==> src/rtl/core/bcld_pkg.sv <==
// Package for the button click / long-press detector.
// Holds the transfer structs, state enum, event codes and register defaults.
// No dependencies.
`timescale 1ns / 1ps

package bcld_pkg;

  localparam int TimeW  = 10;
  localparam int StampW = 6;
  localparam int EventW = 4;
  localparam int CfgIdxW = 3;

  typedef struct packed {
    logic             pin_level;
    logic [TimeW-1:0] now_ms;
  } bcld_in_t;

  typedef struct packed {
    logic [EventW-1:0] event_code;
    logic              held;
  } bcld_out_t;

  typedef enum logic [3:0] {
    ST_IDLE      = 4'd0,
    ST_DEBOUNCE  = 4'd1,
    ST_SETTLE    = 4'd2,
    ST_PRESSED   = 4'd3,
    ST_LONG      = 4'd4,
    ST_LONGREL   = 4'd5,
    ST_SHORTREL  = 4'd6,
    ST_PRESSED2  = 4'd7,
    ST_SHORTREL2 = 4'd8,
    ST_LONG2     = 4'd9,
    ST_LONGREL2  = 4'd10
  } bcld_state_t;

  localparam logic [EventW-1:0] EV_NONE        = 4'd0;
  localparam logic [EventW-1:0] EV_SHORT       = 4'd1;
  localparam logic [EventW-1:0] EV_DOUBLE      = 4'd2;
  localparam logic [EventW-1:0] EV_FIRST_LONG  = 4'd3;
  localparam logic [EventW-1:0] EV_LONG        = 4'd4;
  localparam logic [EventW-1:0] EV_LONG_DONE   = 4'd5;
  localparam logic [EventW-1:0] EV_FIRST_LONG2 = 4'd6;
  localparam logic [EventW-1:0] EV_LONG2       = 4'd7;
  localparam logic [EventW-1:0] EV_LONG_DONE2  = 4'd8;

  localparam logic [CfgIdxW-1:0] REG_PRESS_DEBOUNCE   = 3'd0;
  localparam logic [CfgIdxW-1:0] REG_LONG_PRESS       = 3'd1;
  localparam logic [CfgIdxW-1:0] REG_REPEAT           = 3'd2;
  localparam logic [CfgIdxW-1:0] REG_DOUBLE_WAIT      = 3'd3;
  localparam logic [CfgIdxW-1:0] REG_RELEASE_DEBOUNCE = 3'd4;
  localparam logic [CfgIdxW-1:0] REG_DOUBLE_ENABLE    = 3'd5;

  localparam logic [TimeW-1:0] RST_PRESS_DEBOUNCE   = 10'd48;
  localparam logic [TimeW-1:0] RST_LONG_PRESS       = 10'd512;
  localparam logic [TimeW-1:0] RST_REPEAT           = 10'd256;
  localparam logic [TimeW-1:0] RST_DOUBLE_WAIT      = 10'd256;
  localparam logic [TimeW-1:0] RST_RELEASE_DEBOUNCE = 10'd48;
  localparam logic             RST_DOUBLE_ENABLE    = 1'b1;

endpackage

==> src/rtl/core/button_click_longpress_detector_unit.sv <==
// Top level of the button click / long-press detector.
// Depends on bcld_pkg.
//
//   channel | handshake              | payload
//   in      | in_valid / in_ready    | in_data  (bcld_in_t)
//   out     | out_valid / out_ready  | out_data (bcld_out_t)
//   cfg     | cfg_wen                | cfg_index, cfg_data
//
// One transfer per clock cycle unless stalled; each sample updates state and loads
// the result register in the cycle it is accepted.
// The only stall source is the result register: in_ready is low while it
// holds a result that out_ready has not taken.
// rst (synchronous) clears the state to idle, the stamp to zero, the
// registers to their defaults and the result register to empty.
`timescale 1ns / 1ps

module button_click_longpress_detector_unit
  import bcld_pkg::*;
(
  input  logic               clk,
  input  logic               rst,
  input  logic               in_valid,
  output logic               in_ready,
  input  bcld_in_t           in_data,
  output logic               out_valid,
  input  logic               out_ready,
  output bcld_out_t          out_data,
  input  logic               cfg_wen,
  input  logic [CfgIdxW-1:0] cfg_index,
  input  logic [TimeW-1:0]   cfg_data
);

  logic [TimeW-1:0]  press_debounce_ms;
  logic [TimeW-1:0]  long_press_ms;
  logic [TimeW-1:0]  repeat_ms;
  logic [TimeW-1:0]  double_click_wait_ms;
  logic [TimeW-1:0]  release_debounce_ms;
  logic              double_click_enable;

  bcld_state_t       state, state_next;
  logic [StampW-1:0] stamp, stamp_next;
  logic [EventW-1:0] ev;
  logic              held;
  logic              accept;
  logic              up;
  logic [TimeW-1:0]  now_q, stamp_ms, elapsed;

  assign in_ready = !out_valid || out_ready;
  assign accept   = in_valid && in_ready;

  assign up       = in_data.pin_level;
  assign now_q    = {in_data.now_ms[TimeW-1:TimeW-StampW], {(TimeW-StampW){1'b0}}};
  assign stamp_ms = {stamp, {(TimeW-StampW){1'b0}}};
  assign elapsed  = now_q - stamp_ms;  // wraps modulo 1024

  always_ff @(posedge clk) begin
    if (rst) begin
      press_debounce_ms    <= RST_PRESS_DEBOUNCE;
      long_press_ms        <= RST_LONG_PRESS;
      repeat_ms            <= RST_REPEAT;
      double_click_wait_ms <= RST_DOUBLE_WAIT;
      release_debounce_ms  <= RST_RELEASE_DEBOUNCE;
      double_click_enable  <= RST_DOUBLE_ENABLE;
    end else if (cfg_wen) begin
      unique case (cfg_index)
        REG_PRESS_DEBOUNCE:   press_debounce_ms    <= cfg_data;
        REG_LONG_PRESS:       long_press_ms        <= cfg_data;
        REG_REPEAT:           repeat_ms            <= cfg_data;
        REG_DOUBLE_WAIT:      double_click_wait_ms <= cfg_data;
        REG_RELEASE_DEBOUNCE: release_debounce_ms  <= cfg_data;
        REG_DOUBLE_ENABLE:    double_click_enable  <= cfg_data[0];
        default: ;
      endcase
    end
  end

  // next state and stamp
  always_comb begin
    state_next = state;
    stamp_next = stamp;
    unique case (state)
      ST_IDLE: begin
        if (!up) begin
          state_next = ST_DEBOUNCE;
          stamp_next = now_q[TimeW-1:TimeW-StampW];
        end
      end
      ST_DEBOUNCE: begin
        if (up) state_next = ST_IDLE;
        else if (elapsed >= press_debounce_ms) state_next = ST_PRESSED;
      end
      ST_PRESSED, ST_PRESSED2: begin
        if (up) begin
          stamp_next = now_q[TimeW-1:TimeW-StampW];
          state_next = (state == ST_PRESSED) ? ST_SHORTREL : ST_SHORTREL2;
        end else if (elapsed >= long_press_ms) begin
          stamp_next = now_q[TimeW-1:TimeW-StampW];
          state_next = (state == ST_PRESSED) ? ST_LONG : ST_LONG2;
        end
      end
      ST_LONG, ST_LONG2: begin
        if (up) begin
          state_next = (state == ST_LONG) ? ST_LONGREL : ST_LONGREL2;
        end else if (elapsed >= repeat_ms) begin
          stamp_next = now_q[TimeW-1:TimeW-StampW];
        end
      end
      ST_LONGREL, ST_LONGREL2: begin
        if (up) begin
          state_next = ST_SETTLE;
          stamp_next = now_q[TimeW-1:TimeW-StampW];
        end else begin
          state_next = (state == ST_LONGREL) ? ST_LONG : ST_LONG2;
        end
      end
      ST_SHORTREL, ST_SHORTREL2: begin
        if (state == ST_SHORTREL && !double_click_enable) begin
          state_next = up ? ST_SETTLE : ST_PRESSED;
        end else if (up) begin
          if (state == ST_SHORTREL2) state_next = ST_SETTLE;
          else if (elapsed >= double_click_wait_ms) state_next = ST_SETTLE;
        end else if (elapsed >= release_debounce_ms) begin
          state_next = ST_PRESSED2;
        end
      end
      ST_SETTLE: begin
        if (up) begin
          if (elapsed >= release_debounce_ms) state_next = ST_IDLE;
        end else begin
          stamp_next = now_q[TimeW-1:TimeW-StampW];
        end
      end
      default: state_next = ST_IDLE;
    endcase
  end

  // event output
  always_comb begin
    ev = EV_NONE;
    unique case (state)
      ST_PRESSED, ST_PRESSED2: begin
        if (!up && elapsed >= long_press_ms)
          ev = (state == ST_PRESSED) ? EV_FIRST_LONG : EV_FIRST_LONG2;
      end
      ST_LONG, ST_LONG2: begin
        if (!up && elapsed >= repeat_ms)
          ev = (state == ST_LONG) ? EV_LONG : EV_LONG2;
      end
      ST_LONGREL, ST_LONGREL2: begin
        if (up) ev = (state == ST_LONGREL) ? EV_LONG_DONE : EV_LONG_DONE2;
      end
      ST_SHORTREL, ST_SHORTREL2: begin
        if (state == ST_SHORTREL && !double_click_enable) begin
          if (up) ev = EV_SHORT;
        end else if (up) begin
          if (state == ST_SHORTREL2) ev = EV_DOUBLE;
          else if (elapsed >= double_click_wait_ms) ev = EV_SHORT;
        end
      end
      default: ev = EV_NONE;
    endcase
  end

  assign held = (ev == EV_NONE) && (state_next != ST_IDLE) &&
                (state_next != ST_DEBOUNCE) && (state_next != ST_SETTLE);

  always_ff @(posedge clk) begin
    if (rst) begin
      state     <= ST_IDLE;
      stamp     <= '0;
      out_valid <= 1'b0;
    end else begin
      if (accept) begin
        state     <= state_next;
        stamp     <= stamp_next;
        out_valid <= 1'b1;
      end else if (out_ready) begin
        out_valid <= 1'b0;
      end
    end
  end

  always_ff @(posedge clk) begin
    if (accept) begin
      out_data.event_code <= ev;
      out_data.held       <= held;
    end
  end

endmodule
==> config.mk <==
export PLATFORM = sky130hd
export DESIGN_NAME = button_click_longpress_detector_unit
export DESIGN_NICKNAME = d
export VERILOG_FILES = /design/src/rtl/core/bcld_pkg.sv /design/src/rtl/core/button_click_longpress_detector_unit.sv
export SDC_FILE = /design/constraint.sdc
export NUM_CORES = 1
export LEC_CHECK = 0
export BUFFER_PORTS_ARGS = -buffer_cell sky130_fd_sc_hd__buf_2
export CORE_AREA = 2 2 118 120
export DETAILED_ROUTE_END_ITERATION = 10
export DIE_AREA = 0 0 120 122
export GPL_ROUTABILITY_DRIVEN = 1
export GPL_TIMING_DRIVEN = 0
export PLACE_DENSITY = 0.51
export SYNTH_ARGS = -nofsm -noshare
export SYNTH_HDL_FRONTEND = slang
export SYNTH_SLANG_ARGS = --single-unit
==> constraint.sdc <==
create_clock -name clk -period 6.3 [get_ports clk]
set_input_delay 0 -clock clk [delete_from_list [all_inputs] [get_ports clk]]
set_output_delay 0 -clock clk [all_outputs]
set_load 0.005 [all_outputs]
# After elaboration in Yosys (flattened, before gate mapping)

Cells that the tools add are included.

Register bits after elaboration: 67
ROM bits: 0
Memories: 0
RAM bits: 0
Latch bits: 0

Divide/modulo/power cells: 0
$mul: 0
Mux-type cells: 41
Equality and inequality tests: 22
Reduce and logical (&&, ||, !) cells: 29
Add/sub/neg operators: 1
Magnitude comparators: 5
Shift operators: 0
Bitwise gates (word level): 0

Operators by type and width:

| kind                                                | count |
|---|---|
| two-way mux 4 bit                                   | 21 |
| >= comparator 10 bit                                | 5 |
| two-way mux 6 bit                                   | 6 |
| one-hot mux 4 bit (7 select lines)                  | 1 |
| one-hot mux 6 bit (4 select lines)                  | 1 |
| equality test 4 x 3 -> 1 bit, second input constant | 4 |
| one-hot mux 4 bit (4 select lines)                  | 1 |
| equality test 4 bit, second input constant          | 3 |
| AND reduction 2 bit                                 | 6 |
| OR reduction 2 bit                                  | 5 |
| subtractor 10 bit                                   | 1 |
| two-way mux 3 bit                                   | 3 |
| equality test 4 x 2 -> 1 bit, second input constant | 2 |
| zero test 4 bit                                     | 2 |
| != test 2 bit, second input constant                | 4 |
| nonzero test 4 bit                                  | 2 |
| logical AND 1 bit                                   | 7 |
| AND reduction 7 bit                                 | 1 |
| equality test 3 x 2 -> 1 bit, second input constant | 2 |
| equality test 3 bit, second input constant          | 2 |
| two-way mux 2 bit                                   | 3 |
| two-way mux 1 bit                                   | 5 |
| equality test 4 x 1 -> 1 bit, second input constant | 1 |
| != test 4 x 1 -> 1 bit, second input constant       | 1 |
| other kinds (7)                                     | 9 |

# Logic depth before layout (Yosys ltp)

Word-level depth: 11
Gate-level depth with buffers: 16

# Worst setup path after synthesis

No wires, ideal clock.

Path kind: register to register
Start point: register stamp[0]
End point: register out_data[0] in the netlist's numbering (data pin)
Stages on the path, launching flop included: 15
Setup slack: 2.984 ns
Setup time: 0.262 ns
Path buffers: 0
Arrival time: 3.054 ns
Clock period less this slack: 3.316 ns
Cells stage by stage: dfxtp_1 -> ha_1 -> inv_1 -> fa_1 -> a21o_1 -> a21oi_1 -> xnor2_1 -> ha_1 -> a2111oi_0 -> o41a_1 -> a211o_1 -> a221oi_2 -> nor4_2 -> o211ai_2 -> nor4b_4

Word-level cells in the longest chain between the ends: 11
Elaborated cells between the ends (all ways): 34
Classes of those cells: add/sub: 1; order compare: 5; eq/ne: 2; mux: 19; reduce/logical: 7

Ends and longest elaborated chain:

| what                                                                                     | line                                                                                     | text |
|---|---|---|
| from (decl)                                                                              | button_click_longpress_detector_unit.sv:41                                               | `logic [StampW-1:0] stamp, stamp_next;` |
| from (signal assigned)                                                                   | button_click_longpress_detector_unit.sv:175                                              | `stamp <= stamp_next;` |
| subtractor 10 bit (*)                                                                    | button_click_longpress_detector_unit.sv:54                                               | `assign elapsed = now_q - stamp_ms;` |
| >= comparator 10 bit                                                                     | button_click_longpress_detector_unit.sv:121, button_click_longpress_detector_unit.sv:157 |  |
| two-way mux 4 bit or two-way mux 1 bit (tied branches)                                   | button_click_longpress_detector_unit.sv:121, button_click_longpress_detector_unit.sv:157 |  |
| two-way mux 4 bit or two-way mux 2 bit (tied branches)                                   | button_click_longpress_detector_unit.sv:120, button_click_longpress_detector_unit.sv:156 |  |
| two-way mux 4 bit or two-way mux 2 bit (tied branches)                                   | button_click_longpress_detector_unit.sv:119, button_click_longpress_detector_unit.sv:155 |  |
| two-way mux 4 bit, on equally long branches                                              | button_click_longpress_detector_unit.sv:117, button_click_longpress_detector_unit.sv:153 |  |
| one-hot mux 4 bit (7 select lines) or one-hot mux 4 bit (4 select lines) (tied branches) | button_click_longpress_detector_unit.sv:81, button_click_longpress_detector_unit.sv:140  |  |
| nonzero test 4 bit or zero test 4 bit (tied branches)                                    | button_click_longpress_detector_unit.sv:164                                              | `assign held = (ev == EV_NONE) && (state_next != ST_IDLE) &&` |
| logical AND 1 bit (2 in a row)                                                           | button_click_longpress_detector_unit.sv:164                                              |  |
| logical AND 1 bit (*)                                                                    | button_click_longpress_detector_unit.sv:165                                              | `(state_next != ST_DEBOUNCE) && (state_next != ST_SETTLE);` |
| net held                                                                                 | button_click_longpress_detector_unit.sv:43                                               | `logic held;` |
| to (decl)                                                                                | button_click_longpress_detector_unit.sv:27                                               | `output bcld_out_t out_data,` |

The timed path passes the listed nets; every way through them passes the cells marked *.
A chain may end at the register's enable or synchronous reset.

# Worst setup path after layout

Start point: input port in_data[4] in the netlist's numbering
End point: register out_data[0] in the netlist's numbering (data pin)

Word-level cells in the longest chain between the ends: 11
Elaborated cells between the ends (all ways): 34
Classes of those cells: add/sub: 1; order compare: 5; eq/ne: 2; mux: 19; reduce/logical: 7

Ends and longest elaborated chain:

| what                                                                                     | line                                                                                     | text |
|---|---|---|
| from (decl)                                                                              | button_click_longpress_detector_unit.sv:24                                               | `input bcld_in_t in_data,` |
| subtractor 10 bit (*)                                                                    | button_click_longpress_detector_unit.sv:54                                               |  |
| >= comparator 10 bit                                                                     | button_click_longpress_detector_unit.sv:121, button_click_longpress_detector_unit.sv:157 |  |
| two-way mux 4 bit or two-way mux 1 bit (tied branches)                                   | button_click_longpress_detector_unit.sv:121, button_click_longpress_detector_unit.sv:157 |  |
| two-way mux 4 bit or two-way mux 2 bit (tied branches)                                   | button_click_longpress_detector_unit.sv:120, button_click_longpress_detector_unit.sv:156 |  |
| two-way mux 4 bit or two-way mux 2 bit (tied branches)                                   | button_click_longpress_detector_unit.sv:119, button_click_longpress_detector_unit.sv:155 |  |
| two-way mux 4 bit, on equally long branches                                              | button_click_longpress_detector_unit.sv:117, button_click_longpress_detector_unit.sv:153 |  |
| one-hot mux 4 bit (7 select lines) or one-hot mux 4 bit (4 select lines) (tied branches) | button_click_longpress_detector_unit.sv:81, button_click_longpress_detector_unit.sv:140  |  |
| nonzero test 4 bit or zero test 4 bit (tied branches)                                    | button_click_longpress_detector_unit.sv:164                                              |  |
| logical AND 1 bit (2 in a row)                                                           | button_click_longpress_detector_unit.sv:164                                              |  |
| logical AND 1 bit (*)                                                                    | button_click_longpress_detector_unit.sv:165                                              |  |
| net held                                                                                 | button_click_longpress_detector_unit.sv:43                                               |  |

Marks and branches as above.

==> run summary <==
## Global routing
• **via count of the first global-routing pass** 3426
• **largest net degree at the start of global routing** 14
• **global-route wire length before repair** 17200 um
• **number of antenna violations at the first check in global routing** 0
• **GRT overflow** 0
• **GRT Total Usage** 15.2%

## Min path
• **startpoint of the tightest hold check path** rst
• **Min-Delay Path Depth** 2
• **Min-Delay Path Class** in -> reg
• **end point of the worst hold path** state[0]

## Setup path
• **Reg2Reg Capture Point** out_data[0]
• **endpoint type of the worst setup path** register
• **worst-case register-to-register setup slack** 2.10 ns
• **Critical Path AT** 4.31 ns
• **nature of the critical path startpoint** primary input
• **worst path required time** 6.37 ns
• **startpoint of the worst-slack reg-to-reg timing path** stamp[0]
• **WS Path Type** in -> reg
• **crit path max fanout** 5
• **count of cells along the worst register-to-register path** 14

## Cells and area
• **share of final-layout standard cells stronger than drive strength 1** 11.1%
• **area growth from synthesis to final layout** 21.9%
• **Final #Nets** 621
• **Finished Layout Cells** 741
• **number of antenna cells inserted** 0
• **finished layout cell area** 4810 um^2

## Run status
• **run status** completed

## Routing
• **detailed-routing iteration count for the pre-antenna-repair pass** 5
• **ratio of routed vias to standard cells** 4.87
• **Avg WL per Cell** 14.4 um
• **count of nets left with antenna violations after detail routing** 0
• **via count** 3608
• **starting DRC count in detailed routing** 176
• **final routed wirelength across all metal layers** 10700 um
• **drc violations** 0

## STA
• **final slew viol count** 0
• **final setup violating endpoints** 0
• **setup repair after global routing missed its margin** no
• **hold_ws** 0.108 ns
• **Achievable Freq** 0.236 GHz
• **worst setup skew after layout** 0.00960 ns
• **final cycle utilization of the critical path** 67.3%
• **setup TNS** 0 ns
• **Worst Tran Pin Value** 0.657 ns
• **worst rel slew slack** 55.1%
• **final hold vios** 0
• **final critical-path required period** 4.24 ns

## Die
• **area enclosed by the die boundary** 14600 um^2
• **die outline width** 120 um
• **overall die height** 122 um
• **starting density of the core** 29.2%
• **core area** 13500 um^2
• **Placement Rows** 43
• **Top-Level Pins** 36

## Synth
• **main flop type after synthesis** sky130_fd_sc_hd__dfxtp_1
• **total standard cell area after synthesis** 3950 um^2
• **synthesis warning total** 0
• **register bit count reported by yosys** 67
• **Cells after Synth** 498
• **number of synthesized flops with an enable pin** 5
• **proportion of register bits with asynchronous set or reset after synthesis** 0%
• **sequential cell area fraction in the yosys report** 35.2%
• **count of different cell masters after synthesis** 60
• **Avg Synthesized Cell Area** 7.93 um^2
• **Mapped Nets** 563

## Pwr
• **power per unit of standard cell area** 265 nW/um^2
• **Final Power** 1.28 mW
• **Max VDD drop** 138 uV
• **static leakage power** 1.86 nW

## CTS
• **hold-fix buffer count after cts** 18
• **CTS buffer count** 9
• **clock transition at the registers of the reported paths** 0.06 ns
• **total setup buffers inserted after CTS** 0
• **htree depth** 3
• **CTS sink cnt** 67
• **clock insertion delay at the later pin of the skew report** 0.33 ns
• **number of cells upsized or downsized after cts** 0
• **clock tree from TritonCTS** done
• **Max Buffers Root-to-Sink** 2
• **Root Buffer** sky130_fd_sc_hd__clkbuf_16

## Placement
• **count of buffers inserted at the top-level ports** 29
• **HPWL reported at the end of detailed placement** 8080 um
• **post-placement cell count** 707
• **final estimated routing congestion in global placement** 0.881
• **area of placed instances** 4320 um^2

## Run
• **number of violations of the max-capacitance limit** 0

-- area by class of cell --
class                      instances  area [um^2]
multi-input combinational        360         2280
fill                            1434         8690
clock inverter                     5         61.3
sequential                        67         1390
timing repair buffer              47          325
inverter                          43          161
tap                              180          225
buffer                            28          113
clock buffer                      11          253
-- stage by stage --
stage | worst slack, ns | utilization, %
final | 2.06 | 35.6
after global routing | 1.82 | 35.6
after CTS | 2.03 | 35.6
after detailed placement | 2.10 | 32.0
after global placement | 2.06 | 32.0
after floorplan | 2.98 | -
-- layout by cell type, fill, tap and decap left out, drive strengths merged, types with 3 or more instances in the layout --
master and count:
xnor2 3, dfxtp 62, a211o 8, ha 35
clkbuf 32, o211ai 4, and2 3, nand2 108
inv 42, nor2 25, nand3b 5, nor3 5
xor2 3, mux2i 8, buf 36, nor2b 5
a21oi 62, a21o 9, or3b 3, dlygate4sd3 18
o21ai 3, nand2b 4, or3 3, nand3 9
clkinv 5, edfxtp 5, a211oi 8, nor4 3
-- worst max-delay path by stage --
stage                     from          end  slack (ns)  depth (start not counted)
finish              in_data[4]  out_data[0]        2.06                         17
global route        in_data[4]  out_data[0]        1.82                         17
CTS                 in_data[4]  out_data[0]        2.03                         17
detailed placement    stamp[0]  out_data[0]        2.10                         14
global placement      stamp[0]  out_data[0]        2.06                         14
floorplan             stamp[0]  out_data[0]        2.98                         14
-- worst max-delay path: stages --
cell and delay [ns]:
sky130_fd_sc_hd__dlygate4sd3_1 0.54, sky130_fd_sc_hd__buf_2 0.13, sky130_fd_sc_hd__inv_1 0.05, sky130_fd_sc_hd__ha_1 0.13, sky130_fd_sc_hd__inv_1 0.05, sky130_fd_sc_hd__fa_1 0.41, sky130_fd_sc_hd__a21o_1 0.18, sky130_fd_sc_hd__a21oi_1 0.17
sky130_fd_sc_hd__xnor2_1 0.31, sky130_fd_sc_hd__ha_1 0.35, sky130_fd_sc_hd__a2111oi_0 0.64, sky130_fd_sc_hd__o41a_1 0.37, sky130_fd_sc_hd__a211o_1 0.19, sky130_fd_sc_hd__a221oi_2 0.08, sky130_fd_sc_hd__nor4_2 0.43, sky130_fd_sc_hd__o211ai_2 0.13
sky130_fd_sc_hd__nor4b_4 0.14
-- synth_stat cells (all sizes together) (4+ instances only) --
cell | number | share of area (%)
a211o | 8 | 1.8
a211oi | 8 | 1.5
a21o | 9 | 1.7
a21oi | 62 | 7.9
buf | 7 | 0.86
clkbuf | 21 | 2.0
dfxtp | 62 | 31
edfxtp | 5 | 3.8
ha | 35 | 11
inv | 42 | 4.0
mux2i | 8 | 2.0
nand2 | 108 | 10
nand2b | 4 | 0.63
nand3 | 9 | 1.1
nand3b | 5 | 0.95
nor2 | 25 | 2.4
nor2b | 5 | 0.79
nor3 | 5 | 0.63
o211ai | 4 | 0.89
-- routing by layer --
metal	vias to the layer above	global-route usage, %	wire length (um)
met5	-	0	0
met4	0	5.22	187
met2	68	25.5	5050
li1	1854	-	-
met3	13	3.23	415
met1	1673	19.3	5020
-- cell families (layout without fill, tap and decap cells) --
kind of cell	count (synthesis)	in the layout	share of synthesized area, %
muxes	8	8	2.03
xor gates and xnor gates	6	6	1.33
buffers and inverters	71	134	6.94
DFF	67	67	35.2
and+or+nand+nor	185	185	21.8
adders and majority gates	36	36	11.6
AOI/OAI and AO/OA	125	125	21.0
-- registers in the layout, indices dropped and copies added (netlist names) --
signal	count
repeat_ms	10
out_valid	1
press_debounce_ms	10
long_press_ms	10
state	4
release_debounce_ms	10
out_data	5
stamp	6
double_click_wait_ms	10
double_click_enable	1
-- where the power goes --
group	switching, mW	internal, mW	total (mW)
sequential	0.00745	0.445	0.453
clock	0.196	0.329	0.526
combinational	0.176	0.123	0.299
total	0.380	0.898	1.28
(Power assumes the default switching activity.)
